## src/sv/satl_pkg.sv

```systemverilog
// Shared types and constants of the set-associative cache tag lookup.
// No dependencies; imported by satl_match and the top module.
package satl_pkg;

  localparam int SETS       = 128;
  localparam int WAYS       = 8;
  localparam int LINE_BYTES = 64;

  localparam int ADDR_W  = 32;
  localparam int LEN_W   = 3;
  localparam int MAX_LEN = 4;
  localparam int SETO_W  = 7;
  localparam int WAYO_W  = 3;

  localparam int OFS_W = $clog2(LINE_BYTES);
  localparam int SET_W = $clog2(SETS);
  localparam int WAY_W = $clog2(WAYS);
  localparam int TAG_W = ADDR_W - OFS_W - SET_W;

  typedef struct packed {
    logic              action;
    logic [ADDR_W-1:0] address;
    logic [LEN_W-1:0]  length;
  } req_t;

  typedef struct packed {
    logic [ADDR_W-1:0] piece_address;
    logic [LEN_W-1:0]  piece_length;
    logic [SETO_W-1:0] set_index;
    logic              hit;
    logic [WAYO_W-1:0] way;
    logic              line_fill;
    logic              write_through;
    logic              last;
  } rsp_t;

  // One directory row holds a whole set.
  typedef struct packed {
    logic [WAYS-1:0]            valid;
    logic [WAYS-1:0][TAG_W-1:0] tag;
  } dir_row_t;

  typedef struct packed {
    logic             hit;
    logic [WAY_W-1:0] way;
    logic             fill;
  } lkp_res_t;

  typedef enum logic [1:0] {
    ST_CLEAR,
    ST_IDLE,
    ST_LOOKUP,
    ST_READ
  } state_t;

endpackage

```

## src/sv/satl_match.sv

```systemverilog
// Tag compare, hit/victim way selection and row update for one set.
// Depends on satl_pkg.
module satl_match (
  input  satl_pkg::dir_row_t               row,
  input  logic [satl_pkg::TAG_W-1:0]       tag,
  input  logic                             action,
  output satl_pkg::lkp_res_t               res,
  output satl_pkg::dir_row_t               row_nxt
);
  import satl_pkg::*;

  logic [WAYS-1:0]  match;
  logic [WAY_W-1:0] hit_way;
  logic [WAY_W-1:0] free_way;
  logic             any_free;
  logic [WAY_W-1:0] victim;

  always_comb begin
    for (int w = 0; w < WAYS; w++) begin
      match[w] = row.valid[w] && (row.tag[w] == tag);
    end
  end

  // lowest-numbered way wins in both searches
  always_comb begin
    hit_way  = '0;
    free_way = '0;
    for (int w = WAYS - 1; w >= 0; w--) begin
      if (match[w]) begin
        hit_way = WAY_W'(w);
      end
      if (!row.valid[w]) begin
        free_way = WAY_W'(w);
      end
    end
  end

  assign any_free = ~&row.valid;
  assign victim   = any_free ? free_way : tag[WAY_W-1:0];

  always_comb begin
    res.hit  = |match;
    res.fill = !res.hit && !action;
    if (res.hit) begin
      res.way = hit_way;
    end else if (res.fill) begin
      res.way = victim;
    end else begin
      res.way = '0;
    end
    row_nxt = row;
    if (res.fill) begin
      row_nxt.valid[victim] = 1'b1;
      row_nxt.tag[victim]   = tag;
    end
  end

endmodule

```

## config.mk

```make
export PLATFORM = sky130hd
export DESIGN_NAME = satl_match
export DESIGN_NICKNAME = d
export VERILOG_FILES = /design/src/sv/satl_pkg.sv /design/src/sv/satl_match.sv
export SDC_FILE = /design/constraint.sdc
export NUM_CORES = 1
export LEC_CHECK = 0
export BUFFER_PORTS_ARGS = -buffer_cell sky130_fd_sc_hd__clkbuf_2
export CORE_AREA = 2 2 135 137
export DETAILED_ROUTE_END_ITERATION = 8
export DIE_AREA = 0 0 137 139
export GPL_TIMING_DRIVEN = 0
export SLEW_MARGIN = 20
export SYNTH_ARGS = -nofsm -noshare
export SYNTH_HDL_FRONTEND = slang
export SYNTH_SLANG_ARGS = --single-unit
```

## constraint.sdc

```tcl
create_clock -name vclk -period 3.2
set_input_delay 0.64 -clock vclk [all_inputs]
set_output_delay 0.64 -clock vclk [all_outputs]
set_load 0.01 [all_outputs]
```

==> flow_summary.toml, run 1 <==
[global_route]
grt_start_max_net_pins = 11
grt_usage_pct = 31.02
antenna_found_initial = 0
gr-total-overflow = 0
grt_pass1_vias = 6354
grt_first_pass_wirelength_mm = 42.44

[worst_setup_path]
crit_arrival_ps = 2950
max_stage_delay_ps = 370
worstPathMaxFanout = 7
crit_buf_inv = 6
cpMostUsedCell = "buf_6"
cp_slowest_cell = "or3_4"
crit_chain = "buf_12 > xor2_4 > nor4b_2 > nand3_1 > or3_4 > nand4b_4 > buf_8 > buf_6 > nor3_4 > buf_12 > buf_6 > mux2_4 > buf_6"
critical-path-top-delay-family = "simple AND/OR/NAND/NOR gates"
path_class = "in -> out"
required_ps = 2560
worstSetupEndpointType = "output port"
cp-start-kind = "input port"

[sta]
fin_crit_sh_pct = 112.3
rsz0062_at_grt = "true"
finalMaxSlewViolations = 0
setup_viol = 161
fin_crit_ps = 3594
fmax_mhz = 278.3
tns_ps = -45440
holdWs_ps = 1608
relSlewSlack_pct = 65.13
layout_setup_ws_ps = -393.6
hold_violations = 0
worstMarginPinSlew_ps = 523.0

[die]
io_pins = 345
core_um2 = 17660
die_h_um = 139
start_util_pct = 28.98
die_w_um = 137
die_area_um2 = 19040
rows = 49

[power_and_ir_drop]
swShare_pct = 49.45
p_int_mw = 0.7390
peakVddDrop_v = 0.00008572
p_leak_nw = 4.384
clock_power_share_pct = 0
pwr-share-comb_pct = 100.0
netSwitchingPower_mw = 0.7229
fin_total_pwr_mw = 1.462
share_seq_of_total_power_pct = 0
power_density_nw_per_um2 = 148.6

[run]
cap_violations = 0

[synthesis]
ys_types = 46
syn_inst = 533
synth_top_area_share_pct = 36.39
synth_top_cell_by_area = "mux2_4"
yosysWarningCount = 0
avgSynthCellArea_um2 = 9.599
synthTopCellsByArea = "mux2_4 36%, xor2_1 16%, xnor2_1 9.6%"
syn_nets = 713
seq_area_frac_synth_pct = 0
syn_area_um2 = 5116

[outcome]
violations = "negative setup slack"
status = "finished, violations left"

[placed_design]
gp_congestion = 0.9259
buffer_ports.inserted = 326
dpl.hpwl_mm = 23.35

[layout]
seq_cells = 0
postLayoutCoreUtil_pct = 55.71
final_layout_size_suffix_gt1_share_pct = 78.95
clkbuf_count = 0
area_growth_syn_to_layout_pct = 92.27
final_nets = 1113
diodes = 0
register_area_um2 = 0

[route]
drc = 0
vias = 6209
post_drt_wl_per_cell_um = 27.29
detail-route-antenna-nets = 0
dr.pass1.iters = 6
via_per_inst = 5.353
finalWirelength_mm = 31.65
drtIter0Drc = 234

[min_path]
hold_class = "in -> out"
cells in the mapped netlist (4+ instances only):
library cell / n
buf_2: 11
buf_4: 27
buf_6: 14
mux2_1: 10
mux2_2: 18
mux2_4: 124
nand2_1: 11
nand3_1: 10
nand4_1: 36
nor2_1: 9
nor3_1: 5
nor3_2: 4
nor4_1: 40
nor4b_1: 13
o21ai_0: 6
or2_1: 6
xnor2_1: 56
xor2_1: 96
metrics by stage:
step / setup slack [ps] / instances / area [µm²]
3_5_place_dp: -1031 / 1088 / 7058
4_1_cts: -246.9 / 1152 / 9164
5_1_grt: -447.6 / 1160 / 9837
2_1_floorplan: -13.26 / 533 / 5140
3_3_place_gp: -1034 / 1088 / 7058
6_report: -393.6 / 1160 / 9837
power groups by stage:
stage | Combinational [mW] | Clock, mW | Sequential [mW]
2_1_floorplan | 0.611 | 0 | 0
3_3_place_gp | 1.06 | 0 | 0
3_5_place_dp | 1.07 | 0 | 0
4_1_cts | 1.35 | 0 | 0
5_1_grt | 1.53 | 0 | 0
6_report | 1.46 | 0 | 0
final timing paths:
check	start	end	slack (ps)	cells after the start
max	tag[6]	row_nxt[128]	-390	13
min	action	res[0]	1610	3
layer usage:
layer  vias up  global-route usage [%]  share of wire [%]
met3        70                   2.449                5.6
met1      3025                   36.79                 39
met2       395                   57.89                 52
li1       2719                       -                  -
met5         -                       0                  0
met4         0                   9.984                4.1
area by class of cell:
class	instances	area, µm²
fill	1534	7820
multi-input combinational	477	5976
timing repair buffer	398	2618
buffer	54	949.7
tap	229	286.5
inverter	2	7.507
cells by family after synthesis:
| logic type | Yosys count | share of synthesized area (%) |
|---|---|---|
| buffers and inverters | 56 | 8.633 |
| and+or+nand+nor | 155 | 20.52 |
| xor gates and xnor gates | 152 | 26.02 |
| AOI/OAI and AO/OA | 18 | 2.274 |
| muxes | 152 | 42.55 |
cell usage in the layout, fill, tap and decap left out, types with 2 or more instances in the layout:
master / count
clkbuf_2: 281
mux2_4: 139
buf_6: 57
buf_4: 49
xor2_2: 48
buf_12: 36
nand4_1: 36
xnor2_1: 34
nor4_1: 33
xor2_1: 25
xor2_4: 23
buf_8: 16
xnor2_2: 14
mux2_2: 13
nand2_1: 10
nand3_1: 9
nor2_1: 9
xnor2_4: 8
nor4b_2: 7
nor4_2: 7
clkbuf_8: 7
nor3_4: 6
or2_1: 6
nor4b_1: 4
o21ai_0: 4
nor3_1: 4
nor4b_4: 3
buf_16: 2
nand4b_1: 2
or2_2: 2
inv_1: 2
o211ai_1: 2
nand2b_1: 2
o21ai_1: 2
a31oi_1: 2
nor4bb_4: 2
buf_2: 2
timing repair:
| item | 4_1_cts | 5_1_grt |
|---|---|---|
| pin swaps | 28 | 22 |
| hold buffers | 0 | 0 |
| endpoints found under the setup margin | 165 | 163 |
| setup buffers | 57 | 7 |
| gates cloned | 7 | 3 |
| resized for setup | 276 | 147 |
Power figures use the tool's default switching activity.
==> inputs of run 2 (changes only) <==
Settings changed: CELL_PAD_IN_SITES_DETAIL_PLACEMENT from default to 0, CELL_PAD_IN_SITES_GLOBAL_PLACEMENT from default to 2, CORE_AREA 2 2 135 137 to default, CORE_ASPECT_RATIO from default to 0.6, CORE_UTILIZATION from default to 21, DIE_AREA 0 0 137 139 to default, PLACE_DENSITY_LB_ADDON from default to 0.1.
==> flow_summary.toml, run 2 (synthesized netlist as in run 1, its figures left out) <==
[die]
die_h_um = 122.9
rows = 43
io_pins = 345
die_area_um2 = 25010
die_w_um = 203.5
start_util_pct = 21.76
core_um2 = 23510

[layout]
final_common_cell = "clkbuf_2"
diodes = 0
final_nets = 1084
seq_cells = 0
final_area_um2 = 9300
postLayoutCoreUtil_pct = 39.56
register_area_um2 = 0
area_growth_syn_to_layout_pct = 81.78
clkbuf_count = 0
final_cell_mix = "307 x clkbuf_2, 125 x mux2_4, 43 x xor2_2"
final_layout_size_suffix_gt1_share_pct = 77.27
finalNonFillerCells = 1217

[worst_setup_path]
required_ps = 2560
path_class = "in -> out"
worstPathMaxFanout = 7
cp_slowest_cell = "xor2_1"
worstSetupEndpointType = "output port"
crit_arrival_ps = 2950
crit_chain = "buf_8 > xor2_1 > nor4_1 > nand4_1 > buf_6 > nand4_4 > nor4bb_4 > buf_4 > buf_8 > mux2_4 > buf_6"
max_stage_delay_ps = 370
cp-start-kind = "input port"

[power_and_ir_drop]
power_density_nw_per_um2 = 149.1
peakVddDrop_v = 0.00004871
share_seq_of_total_power_pct = 0
p_int_mw = 0.6493
fin_total_pwr_mw = 1.386
clock_power_share_pct = 0
pwr-share-comb_pct = 100.0
netSwitchingPower_mw = 0.7370
p_leak_nw = 4.088
swShare_pct = 53.16

[placed_design]
dpl.hpwl_mm = 27.90
placed_cell_area_um2 = 7166
gp_congestion = 0.9334
dp.cells = 1174
buffer_ports.inserted = 326
dpl_worst_slack_ps = -1073

[sta]
setup_viol = 162
worstMarginPinSlew_ps = 448.3
fin_crit_ps = 3586
hold_violations = 0
relSlewSlack_pct = 69.88
fin_crit_sh_pct = 112.1
finalMaxSlewViolations = 0
fmax_mhz = 278.8
layout_setup_ws_ps = -386.3
rsz0062_at_grt = "true"
tns_ps = -47460
holdWs_ps = 1616

[route]
drtIter0Drc = 364
dr.pass1.iters = 5
drc = 0
post_drt_wl_per_cell_um = 28.41
detail-route-antenna-nets = 0
finalWirelength_mm = 34.58
via_per_inst = 4.894
vias = 5956

[global_route]
grt_pass1_vias = 6160
gr-total-overflow = 0
grt_usage_pct = 26.52
grt_start_max_net_pins = 11
antenna_found_initial = 0
grt_first_pass_wirelength_mm = 46.33

[min_path]
min_path_cells = 3
hp-start = "row[82]"
hold_class = "in -> out"
holdPathEnd = "row_nxt[82]"

[run]
cap_violations = 0

[clocking]
hold_buffers = 0

[outcome]
status = "finished, violations left"
violations = "negative setup slack"
## run 2: cell types whose count changed in the layout (fill, tap and decap cells not counted), sizes merged
cell,delta
nand4,+1
buf,-52
clkbuf,+22
## run 2: worst max-delay path by stage
stage / from / to
CTS: row[99] / row_nxt[3]
global route: tag[5] / res[1]
detailed placement: tag[7] / row_nxt[50]
global placement: tag[7] / row_nxt[132]
finish: tag[4] / row_nxt[85]
floorplan: tag[15] / row_nxt[47]
## run 2: final cells by class
class | count | area [µm²]
repair buffers | 369 | 2188
fillers | 2435 | 14210
plain buffers | 53 | 850.8
multi-input cells | 478 | 5859
inverters | 2 | 7.507
well taps | 315 | 394.1
## run 2: power by group through the flow
stage,Clock [mW],Combinational [mW],Sequential (mW)
floorplan,0,0.611,0
global placement,0,1.11,0
detailed placement,0,1.11,0
CTS,0,1.30,0
global route,0,1.46,0
finish,0,1.39,0
## run 2: worst max-delay path, delay by kind of cell
family / cells / cell delay [ps]
simple gates: 4 / 840
mux: 1 / 310
xor+xnor: 1 / 370
buf+inv: 5 / 770
## run 2: timing repair
| item | CTS | global route |
|---|---|---|
| pin swaps | 33 | 19 |
| cloned | 7 | 0 |
| gates resized for setup | 214 | 109 |
| setup endpoints to repair | 165 | 165 |
| endpoints found under the hold margin | 0 | 0 |
| setup buffers | 28 | 10 |
## run 2: per-layer routing
metal | share of wire, % | track usage, % | up-vias
met3 | 6.3 | 3.242 | 16
met2 | 41 | 38.72 | 255
met4 | 0.72 | 2.397 | 0
met5 | 0 | 0 | -
met1 | 52 | 41.92 | 3019
li1 | - | - | 2666
